File: config.mk
export PLATFORM = sky130hd
export DESIGN_NAME = cmap4_seq_flat
export DESIGN_NICKNAME = d
export VERILOG_FILES = /design/src/sv/cmap_format4_glyph_lookup_macros.svh /design/src/sv/cmap4_pkg.sv /design/src/sv/cmap4_req_if.sv /design/src/sv/cmap4_res_if.sv /design/src/sv/cmap4_seq.sv /design/src/flat_wrapper.sv
export SDC_FILE = /design/constraint.sdc
export NUM_CORES = 1
export LEC_CHECK = 0
export BUFFER_PORTS_ARGS = -buffer_cell sky130_fd_sc_hd__buf_2
export CAP_MARGIN = 20
export CELL_PAD_IN_SITES_DETAIL_PLACEMENT = 1
export CELL_PAD_IN_SITES_GLOBAL_PLACEMENT = 1
export CORE_MARGIN = 10
export CORE_UTILIZATION = 44
export CTS_BUF_LIST = sky130_fd_sc_hd__clkbuf_2 sky130_fd_sc_hd__clkbuf_4 sky130_fd_sc_hd__clkbuf_8
export DETAILED_ROUTE_END_ITERATION = 10
export PLACE_DENSITY_LB_ADDON = 0.1
export SLEW_MARGIN = 20
export SYNTH_ARGS = -nofsm -noshare
export SYNTH_HDL_FRONTEND = slang
export SYNTH_SLANG_ARGS = --single-unit
File: constraint.sdc
create_clock -name clk -period 8.68 [get_ports clk]
set_input_delay 0.434 -clock clk [delete_from_list [all_inputs] [get_ports clk]]
set_output_delay 0.434 -clock clk [all_outputs]
set_load 0.05 [all_outputs]
File: src/sv/cmap_format4_glyph_lookup_macros.svh
// Assertion macros for the cmap format-4 glyph lookup.
`ifndef CMAP_FORMAT4_GLYPH_LOOKUP_MACROS_SVH
`define CMAP_FORMAT4_GLYPH_LOOKUP_MACROS_SVH
`ifndef NO_ASSERTIONS
`define CMAP4_ASSERT_IMPLY(label, clk, rst_n, ante, cons, msg) \
  label: assert property (@(posedge clk) disable iff (!rst_n) (ante) |-> (cons)) else $error(msg);
`define CMAP4_ASSERT_NEXT(label, clk, rst_n, ante, cons, msg) \
  label: assert property (@(posedge clk) disable iff (!rst_n) (ante) |=> (cons)) else $error(msg);
`else
`define CMAP4_ASSERT_IMPLY(label, clk, rst_n, ante, cons, msg)
`define CMAP4_ASSERT_NEXT(label, clk, rst_n, ante, cons, msg)
`endif
`endif

File: src/sv/cmap4_pkg.sv
package cmap4_pkg;

  localparam int MAX_SEGMENTS_DEF = 256;
  localparam int GLYPH_WORDS_DEF  = 4096;
  localparam int CNT_W            = 9;
  localparam int IDX_W            = 19;

  typedef logic [1:0] req_t;

  localparam req_t REQ_SEG    = 2'd0;
  localparam req_t REQ_GLYPH  = 2'd1;
  localparam req_t REQ_LOOKUP = 2'd2;

  typedef struct packed {
    logic [15:0] end_code;
    logic [15:0] start_code;
    logic [15:0] id_delta;
    logic [15:0] range_offset;
  } seg_entry_t;

endpackage

File: src/sv/cmap4_req_if.sv
interface cmap4_req_if;
  logic               valid;
  logic               ready;
  logic [1:0]         req_type;
  logic [11:0]        entry_index;
  logic [15:0]        end_code;
  logic [15:0]        start_code;
  logic signed [15:0] id_delta;
  logic [15:0]        range_offset;
  logic [15:0]        glyph_word;
  logic [15:0]        char_code;

  modport source (
    output valid, req_type, entry_index, end_code, start_code, id_delta,
           range_offset, glyph_word, char_code,
    input  ready
  );
  modport sink (
    input  valid, req_type, entry_index, end_code, start_code, id_delta,
           range_offset, glyph_word, char_code,
    output ready
  );
endinterface

File: src/sv/cmap4_res_if.sv
interface cmap4_res_if;
  logic        valid;
  logic        ready;
  logic [15:0] glyph_id;
  logic        mapped;

  modport source (output valid, glyph_id, mapped, input ready);
  modport sink (input valid, glyph_id, mapped, output ready);
endinterface

File: src/sv/cmap4_seq.sv
module cmap4_seq #(
  parameter int MAX_SEGMENTS      = cmap4_pkg::MAX_SEGMENTS_DEF,
  parameter int GLYPH_ARRAY_WORDS = cmap4_pkg::GLYPH_WORDS_DEF,
  localparam int SEG_AW = $clog2(MAX_SEGMENTS),
  localparam int GW_AW  = (GLYPH_ARRAY_WORDS > 1) ? $clog2(GLYPH_ARRAY_WORDS) : 1
) (
  input  logic                         clk,
  input  logic                         rst_n,
  input  logic [cmap4_pkg::CNT_W-1:0]  seg_count,
  cmap4_req_if.sink                    in_req,
  cmap4_res_if.source                  out_res,
  output logic                         seg_we,
  output logic [SEG_AW-1:0]            seg_waddr,
  output cmap4_pkg::seg_entry_t        seg_wdata,
  output logic [SEG_AW-1:0]            seg_raddr,
  input  cmap4_pkg::seg_entry_t        seg_rdata,
  output logic                         gly_we,
  output logic [GW_AW-1:0]             gly_waddr,
  output logic [15:0]                  gly_wdata,
  output logic [GW_AW-1:0]             gly_raddr,
  input  logic [15:0]                  gly_rdata
);

  localparam int CW = cmap4_pkg::CNT_W;
  localparam int IW = cmap4_pkg::IDX_W;

  localparam logic [2:0] ST_IDLE  = 3'd0;
  localparam logic [2:0] ST_START = 3'd1;
  localparam logic [2:0] ST_CMP   = 3'd2;
  localparam logic [2:0] ST_SEG   = 3'd3;
  localparam logic [2:0] ST_IDX   = 3'd4;
  localparam logic [2:0] ST_GLY   = 3'd5;
  localparam logic [2:0] ST_FIN   = 3'd6;

  logic [2:0]    state_r, state_nxt;
  logic          out_valid_r, out_valid_nxt;
  logic [15:0]   out_glyph_r, out_glyph_nxt;
  logic          out_mapped_r, out_mapped_nxt;
  logic [15:0]   code_r, code_nxt;
  logic [CW-1:0] n_r, n_nxt;
  logic [CW-1:0] lo_r, lo_nxt;
  logic [CW-1:0] hi_r, hi_nxt;
  logic [CW-1:0] mid_r, mid_nxt;
  logic [15:0]   delta_r, delta_nxt;
  logic [IW-1:0] idx_r, idx_nxt;
  logic [15:0]   res_glyph_r, res_glyph_nxt;
  logic          res_hit_r, res_hit_nxt;

  logic          accept;
  logic [CW-1:0] n_comb;
  logic [CW-1:0] new_lo, new_hi;
  logic [CW:0]   bound_sum;
  logic [15:0]   code_diff;
  logic          idx_ok;

  assign accept    = in_req.valid && in_req.ready;
  assign in_req.ready = (state_r == ST_IDLE);

  assign out_res.valid    = out_valid_r;
  assign out_res.glyph_id = out_glyph_r;
  assign out_res.mapped   = out_mapped_r;

  assign seg_we    = accept && (in_req.req_type == cmap4_pkg::REQ_SEG) &&
                     (32'(in_req.entry_index) < 32'(MAX_SEGMENTS));
  assign seg_waddr = SEG_AW'(in_req.entry_index);
  assign seg_wdata = '{end_code:     in_req.end_code,
                       start_code:   in_req.start_code,
                       id_delta:     $unsigned(in_req.id_delta),
                       range_offset: in_req.range_offset};
  assign gly_we    = accept && (in_req.req_type == cmap4_pkg::REQ_GLYPH) &&
                     (32'(in_req.entry_index) < 32'(GLYPH_ARRAY_WORDS));
  assign gly_waddr = GW_AW'(in_req.entry_index);
  assign gly_wdata = in_req.glyph_word;
  assign gly_raddr = GW_AW'(idx_r);

  assign n_comb    = (32'(seg_count) > 32'(MAX_SEGMENTS)) ? CW'(MAX_SEGMENTS) : seg_count;
  assign code_diff = code_r - seg_rdata.start_code;
  assign idx_ok    = !idx_r[IW-1] && (idx_r < IW'(GLYPH_ARRAY_WORDS));

  always_comb begin
    state_nxt      = state_r;
    out_valid_nxt  = out_valid_r;
    out_glyph_nxt  = out_glyph_r;
    out_mapped_nxt = out_mapped_r;
    code_nxt       = code_r;
    n_nxt          = n_r;
    lo_nxt         = lo_r;
    hi_nxt         = hi_r;
    mid_nxt        = mid_r;
    delta_nxt      = delta_r;
    idx_nxt        = idx_r;
    res_glyph_nxt  = res_glyph_r;
    res_hit_nxt    = res_hit_r;
    seg_raddr      = SEG_AW'(mid_r);
    new_lo         = lo_r;
    new_hi         = hi_r;
    bound_sum      = {1'b0, lo_r} + {1'b0, hi_r};

    if (out_valid_r && out_res.ready) begin
      out_valid_nxt = 1'b0;
    end

    unique case (state_r)
      ST_IDLE: begin
        if (accept && (in_req.req_type == cmap4_pkg::REQ_LOOKUP)) begin
          code_nxt = in_req.char_code;
          n_nxt    = n_comb;
          lo_nxt   = '0;
          hi_nxt   = n_comb;
          if (n_comb < CW'(2)) begin
            res_glyph_nxt = '0;
            res_hit_nxt   = 1'b0;
            state_nxt     = ST_FIN;
          end else begin
            state_nxt = ST_START;
          end
        end
      end
      ST_START: begin
        mid_nxt   = bound_sum[CW:1];
        seg_raddr = SEG_AW'(mid_nxt);
        state_nxt = ST_CMP;
      end
      ST_CMP: begin
        if (seg_rdata.end_code < code_r) begin
          new_lo = mid_r + CW'(1);
          new_hi = hi_r;
        end else begin
          new_lo = lo_r;
          new_hi = mid_r;
        end
        lo_nxt    = new_lo;
        hi_nxt    = new_hi;
        bound_sum = {1'b0, new_lo} + {1'b0, new_hi};
        if (new_lo < new_hi) begin
          mid_nxt   = bound_sum[CW:1];
          seg_raddr = SEG_AW'(mid_nxt);
        end else begin
          seg_raddr = SEG_AW'(new_lo);
          state_nxt = ST_SEG;
        end
      end
      ST_SEG: begin
        delta_nxt = seg_rdata.id_delta;
        idx_nxt   = IW'(seg_rdata.range_offset[15:1]) + IW'(code_diff) +
                    IW'(lo_r) - IW'(n_r);
        if ((lo_r >= n_r - CW'(1)) || (seg_rdata.start_code > code_r)) begin
          res_glyph_nxt = '0;
          res_hit_nxt   = 1'b0;
          state_nxt     = ST_FIN;
        end else if (seg_rdata.range_offset == 16'd0) begin
          res_glyph_nxt = code_r + seg_rdata.id_delta;
          res_hit_nxt   = 1'b1;
          state_nxt     = ST_FIN;
        end else begin
          res_hit_nxt = 1'b1;
          state_nxt   = ST_IDX;
        end
      end
      ST_IDX: begin
        if (idx_ok) begin
          state_nxt = ST_GLY;
        end else begin
          res_glyph_nxt = '0;
          state_nxt     = ST_FIN;
        end
      end
      ST_GLY: begin
        res_glyph_nxt = (gly_rdata != 16'd0) ? gly_rdata + delta_r : 16'd0;
        state_nxt     = ST_FIN;
      end
      ST_FIN: begin
        if (!out_valid_r || out_res.ready) begin
          out_valid_nxt  = 1'b1;
          out_glyph_nxt  = res_glyph_r;
          out_mapped_nxt = res_hit_r;
          state_nxt      = ST_IDLE;
        end
      end
      default: begin
        state_nxt = ST_IDLE;
      end
    endcase
  end

  always_ff @(posedge clk) begin
    if (!rst_n) begin
      state_r     <= ST_IDLE;
      out_valid_r <= 1'b0;
    end else begin
      state_r     <= state_nxt;
      out_valid_r <= out_valid_nxt;
    end
  end

  always_ff @(posedge clk) begin
    out_glyph_r  <= out_glyph_nxt;
    out_mapped_r <= out_mapped_nxt;
    code_r       <= code_nxt;
    n_r          <= n_nxt;
    lo_r         <= lo_nxt;
    hi_r         <= hi_nxt;
    mid_r        <= mid_nxt;
    delta_r      <= delta_nxt;
    idx_r        <= idx_nxt;
    res_glyph_r  <= res_glyph_nxt;
    res_hit_r    <= res_hit_nxt;
  end

endmodule

File: src/flat_wrapper.sv
// flat-port wrapper written by rule: the top's interface ports become plain ports
module cmap4_seq_flat 
#(
  parameter int MAX_SEGMENTS      = cmap4_pkg::MAX_SEGMENTS_DEF,
  parameter int GLYPH_ARRAY_WORDS = cmap4_pkg::GLYPH_WORDS_DEF,
  localparam int SEG_AW = $clog2(MAX_SEGMENTS),
  localparam int GW_AW  = (GLYPH_ARRAY_WORDS > 1) ? $clog2(GLYPH_ARRAY_WORDS) : 1
)
  (clk, rst_n, seg_count, seg_we, seg_waddr, seg_wdata, seg_raddr, seg_rdata, gly_we, gly_waddr, gly_wdata, gly_raddr, gly_rdata, in_req_valid, in_req_req_type, in_req_entry_index, in_req_end_code, in_req_start_code, in_req_id_delta, in_req_range_offset, in_req_glyph_word, in_req_char_code, in_req_ready, out_res_valid, out_res_glyph_id, out_res_mapped, out_res_ready);
  cmap4_req_if in_req_i ();
  cmap4_res_if out_res_i ();
  input  logic clk;
  input  logic rst_n;
  input  logic [cmap4_pkg::CNT_W-1:0] seg_count;
  output logic seg_we;
  output logic [SEG_AW-1:0] seg_waddr;
  output cmap4_pkg::seg_entry_t seg_wdata;
  output logic [SEG_AW-1:0] seg_raddr;
  input  cmap4_pkg::seg_entry_t seg_rdata;
  output logic gly_we;
  output logic [GW_AW-1:0] gly_waddr;
  output logic [15:0] gly_wdata;
  output logic [GW_AW-1:0] gly_raddr;
  input  logic [15:0] gly_rdata;
  input wire logic [$bits(in_req_i.valid)-1:0] in_req_valid;
  input wire logic [$bits(in_req_i.req_type)-1:0] in_req_req_type;
  input wire logic [$bits(in_req_i.entry_index)-1:0] in_req_entry_index;
  input wire logic [$bits(in_req_i.end_code)-1:0] in_req_end_code;
  input wire logic [$bits(in_req_i.start_code)-1:0] in_req_start_code;
  input wire logic [$bits(in_req_i.id_delta)-1:0] in_req_id_delta;
  input wire logic [$bits(in_req_i.range_offset)-1:0] in_req_range_offset;
  input wire logic [$bits(in_req_i.glyph_word)-1:0] in_req_glyph_word;
  input wire logic [$bits(in_req_i.char_code)-1:0] in_req_char_code;
  output wire logic [$bits(in_req_i.ready)-1:0] in_req_ready;
  output wire logic [$bits(out_res_i.valid)-1:0] out_res_valid;
  output wire logic [$bits(out_res_i.glyph_id)-1:0] out_res_glyph_id;
  output wire logic [$bits(out_res_i.mapped)-1:0] out_res_mapped;
  input wire logic [$bits(out_res_i.ready)-1:0] out_res_ready;
  assign in_req_i.valid = in_req_valid;
  assign in_req_i.req_type = in_req_req_type;
  assign in_req_i.entry_index = in_req_entry_index;
  assign in_req_i.end_code = in_req_end_code;
  assign in_req_i.start_code = in_req_start_code;
  assign in_req_i.id_delta = in_req_id_delta;
  assign in_req_i.range_offset = in_req_range_offset;
  assign in_req_i.glyph_word = in_req_glyph_word;
  assign in_req_i.char_code = in_req_char_code;
  assign in_req_ready = in_req_i.ready;
  assign out_res_valid = out_res_i.valid;
  assign out_res_glyph_id = out_res_i.glyph_id;
  assign out_res_mapped = out_res_i.mapped;
  assign out_res_i.ready = out_res_ready;
  cmap4_seq #(.MAX_SEGMENTS(MAX_SEGMENTS), .GLYPH_ARRAY_WORDS(GLYPH_ARRAY_WORDS)) u_core (.clk(clk), .rst_n(rst_n), .seg_count(seg_count), .in_req(in_req_i), .out_res(out_res_i), .seg_we(seg_we), .seg_waddr(seg_waddr), .seg_wdata(seg_wdata), .seg_raddr(seg_raddr), .seg_rdata(seg_rdata), .gly_we(gly_we), .gly_waddr(gly_waddr), .gly_wdata(gly_wdata), .gly_raddr(gly_raddr), .gly_rdata(gly_rdata));
endmodule
==> flow_metrics.tcl <==
set metrics [dict create \
    post_synth_instance_area_sq_um 11400 \
    buffer_ports.inserted 159 \
    ys.warnings.count 0 \
    dp_cells 1563 \
    antenna_found_initial 2 \
    post_detailed_route_drc_marker_count 0 \
    post_synth_xor_area_fraction_pct 6.90 \
    final.fill_count 2986 \
    drt-vias-per-instance 5.66 \
    power.density_cell_area_nw_per_um2 343 \
    worst_hold_path_type "in2reg" \
    synth_nets 1549 \
    routedWlPerCell_microns 22.2 \
    die-height_microns 181 \
    cts-resized-gates 0 \
    number_of_distinct_library_cell_variants_in_the_gate_level_netlist_after_synthesis 88 \
    timing.final.crit_share_pct 65.8 \
    clk_transition_reported_paths_ns 0.09 \
    r2r_cells 24 \
    synthArstFlopShare_pct 0 \
    synthAdderAreaFrac_pct 17.2 \
    finalClockSkew_ns 0.0208 \
    timing.critical_path.fanout_max 17 \
    cts_hold_buf 0 \
    cts-buffers-inserted 17 \
    synth.yosys.seq_area_share_pct 32.6 \
    critPathCaptureType "output pin" \
    clk_latency_ns 0.46 \
    cts_post_setup_buffers_inserted 0 \
    timing.final.crit_period_ns 5.71 \
    final-max-slew-violation-count 0 \
    ant_nets 0 \
    routabilityCongestion 0.881 \
    synth_largest_type_area_fraction_pct 31.9 \
    areaGrowthSynthToFinish_pct 7.03 \
    report.final.hold_viol_count 0 \
    gate_count_of_the_mapped_netlist 1200 \
    core-area_sq_um 25300 \
    grt_first_pass_wirelength_mm 54.9 \
    worst-endpoint-arrival_ns 5.27 \
    final-instance-count-excl-fill 1597 \
    post-synth-top-area-cell "edfxtp_1" \
    postRouteWirelength_mm 35.4 \
    max_vdd_drop_uv 334 \
    synth.cells.most_frequent "ha_1 (131), edfxtp_1 (121), buf_4 (112)" \
    outcome "finished clean" \
    cts_sinks 125 \
    worst-setup-path-type "reg2out" \
    drt_iter0_drc 556 \
    nets 1601 \
    chipWidth_microns 181 \
    grt_max_degree 41 \
    dr_total_vias 9039 \
    dpl_worst_slack_ns 3.29 \
    setup_viol_count_final 0 \
    synth_area_leaders "edfxtp_1 (32%), ha_1 (14%), buf_4 (7.4%)" \
    io_pins 344 \
    post_synth_mux_area_share_pct 1.36 \
    clock_path_buffers 2 \
    timing.setup.tns_ns 0 \
    yosys_most_used_dff "edfxtp_1" \
    startpoint "u_core.code_r[14]" \
    reg2reg_slack_ns 3.28 \
    synthSimpleGateAreaFrac_pct 12.4 \
    setup_slack_ns 2.97 \
    cts.htree.levels 4 \
    hold-worst-slack_ns 0.147 \
    first_pass_iters 5 \
    r2r-end "u_core.idx_r[18]" \
    core.rowCount 58 \
    max-slew-margin-rel_pct 35.8 \
    grt_usage_pct 21.1 \
    grt_remaining_overflow 0 \
    cp.required_ns 8.25 \
    root_buffer "clkbuf_8" \
    grt_pass1_vias 9688 \
    synth_compound_area_share_pct 17.9 \
    post_route_cells_drive_above_1_share_pct 17.9 \
    combinational_family_with_the_most_area_after_synthesis "compound AO/OA/AOI/OAI gates" \
    clock_tree_from_tritoncts "yes" \
    power.leakage_nw 5.34 \
    synth-seq-cells 125 \
    die-area_sq_um 32700 \
    crit_path_start_kind "flip-flop" \
    synthesis.area_per_instance_sq_um 9.50 \
    worstSetupEndpoint "seg_raddr[1]" \
    place.detailed.hpwl_mm 29.1 \
    rsz0062_at_grt "no" \
    worst-slew-pin-transition_ns 0.956 \
    r2r-start "u_core.code_r[0]" \
    drv_cap 0 \
    number_of_flops_mapped_to_enable_cells_by_yosys 121 \
    timing.fmax_mhz 175 \
    total_power_mw 4.18 \
    initial_cell_density_of_the_core_pct 45.0 \
    synthMostInstantiatedCell "ha_1" \
]
power breakdown:
part           leakage, nW  switching, mW  total, mW  internal [mW]
clock                0.226          0.292      0.616          0.324
sequential            1.15          0.121       1.01          0.886
combinational         3.96           1.57       2.56          0.994
total                 5.34           1.98       4.18           2.20
cell families after synthesis:
family / Yosys count
compound gates: 300
buf+inv: 238
xor+xnor: 88
fa+ha+maj: 148
mux: 15
flops: 125
simple gates: 286
placed cells by master (no fill, tap or decap), types with 5 or more instances in the layout:
cell type | synthesis | routed
nor2b_1 | 25 | 25
a22oi_1 | 6 | 6
o21a_1 | 16 | 16
fa_1 | 15 | 15
nand2b_1 | 9 | 9
nand2_1 | 67 | 67
nand3_1 | 23 | 23
a21oi_1 | 75 | 75
inv_1 | 103 | 103
nor4_1 | 14 | 13
clkbuf_8 | 0 | 17
ha_1 | 131 | 131
buf_4 | 112 | 6
or4_1 | 6 | 6
nor2_1 | 77 | 76
o31ai_1 | 8 | 8
o21ai_0 | 43 | 43
o21ai_1 | 20 | 20
xor2_1 | 21 | 21
xnor2_1 | 65 | 65
or3_1 | 5 | 5
mux2i_1 | 11 | 11
a211oi_1 | 8 | 8
o21bai_1 | 8 | 8
and2_1 | 16 | 16
buf_2 | 3 | 159
edfxtp_1 | 121 | 121
a22o_1 | 20 | 20
nor3_1 | 19 | 19
a21o_1 | 22 | 22
o211ai_1 | 11 | 11
a31oi_1 | 10 | 10
layout make-up:
| type | count | area [sq um] | area share, % |
|---|---|---|---|
| antenna | 2 | 5.00 | 0.0410 |
| clock buffer | 18 | 241 | 1.98 |
| clock inverter | 14 | 208 | 1.70 |
| inverter | 106 | 398 | 3.26 |
| multi-input combinational | 837 | 6380 | 52.3 |
| sequential | 125 | 3710 | 30.4 |
| tap | 330 | 413 | 3.39 |
| timing repair buffer | 165 | 841 | 6.89 |
how the worst min path moves through the flow:
stage                                from                          to  slack, ns  cells after the start
finish               in_req_char_code[15]           u_core.code_r[15]       0.15                      1
global route         in_req_char_code[15]           u_core.code_r[15]       0.11                      1
CTS                  in_req_char_code[15]           u_core.code_r[15]       0.11                      1
detailed placement  u_core.res_glyph_r[6]  u_core.out_res.glyph_id[6]       0.41                      0
global placement    u_core.res_glyph_r[7]  u_core.out_res.glyph_id[7]       0.40                      0
floorplan           u_core.res_glyph_r[0]  u_core.out_res.glyph_id[0]       0.40                      0
metrics by stage:
stage,util [%],instance area (sq um)
after floorplan,-,11400
after global placement,46.3,11700
after detailed placement,46.4,11700
after CTS,48.1,12200
after global routing,48.2,12200
final,48.2,12200
per-layer routing:
layer | vias up | part of all wire [%] | track usage [%]
met3 | 88 | 4.7 | 3.48
met2 | 218 | 50 | 36.3
li1 | 4318 | - | -
met1 | 4415 | 43 | 25.7
met4 | 0 | 2.8 | 8.10
met5 | - | 0 | 0
critical path, stage by stage, from the launching register on:
cell      delay [ns]
edfxtp_1        0.53
inv_1           0.08
ha_1            0.29
nand4_1         0.12
nor3_1          0.44
nand2_1         0.13
nand4b_1        0.21
nor2_1          0.06
buf_4           0.21
a21oi_1         0.26
inv_1           0.11
ha_1            0.39
a21o_1          0.19
a21oi_1         0.20
nand2_1         0.09
a31oi_1         0.18
o211ai_1        0.19
nand2_1         0.34
mux2_2          0.39
o21ai_1         0.11
buf_2           0.27
registers in the layout (all words and copies together) (netlist names), 16 cells and up:
name	count
u_core.idx_r	19
u_core.res_glyph_r	16
u_core.delta_r	16
u_core.out_res.glyph_id	16
u_core.code_r	16
(Power assumes the default switching activity.)
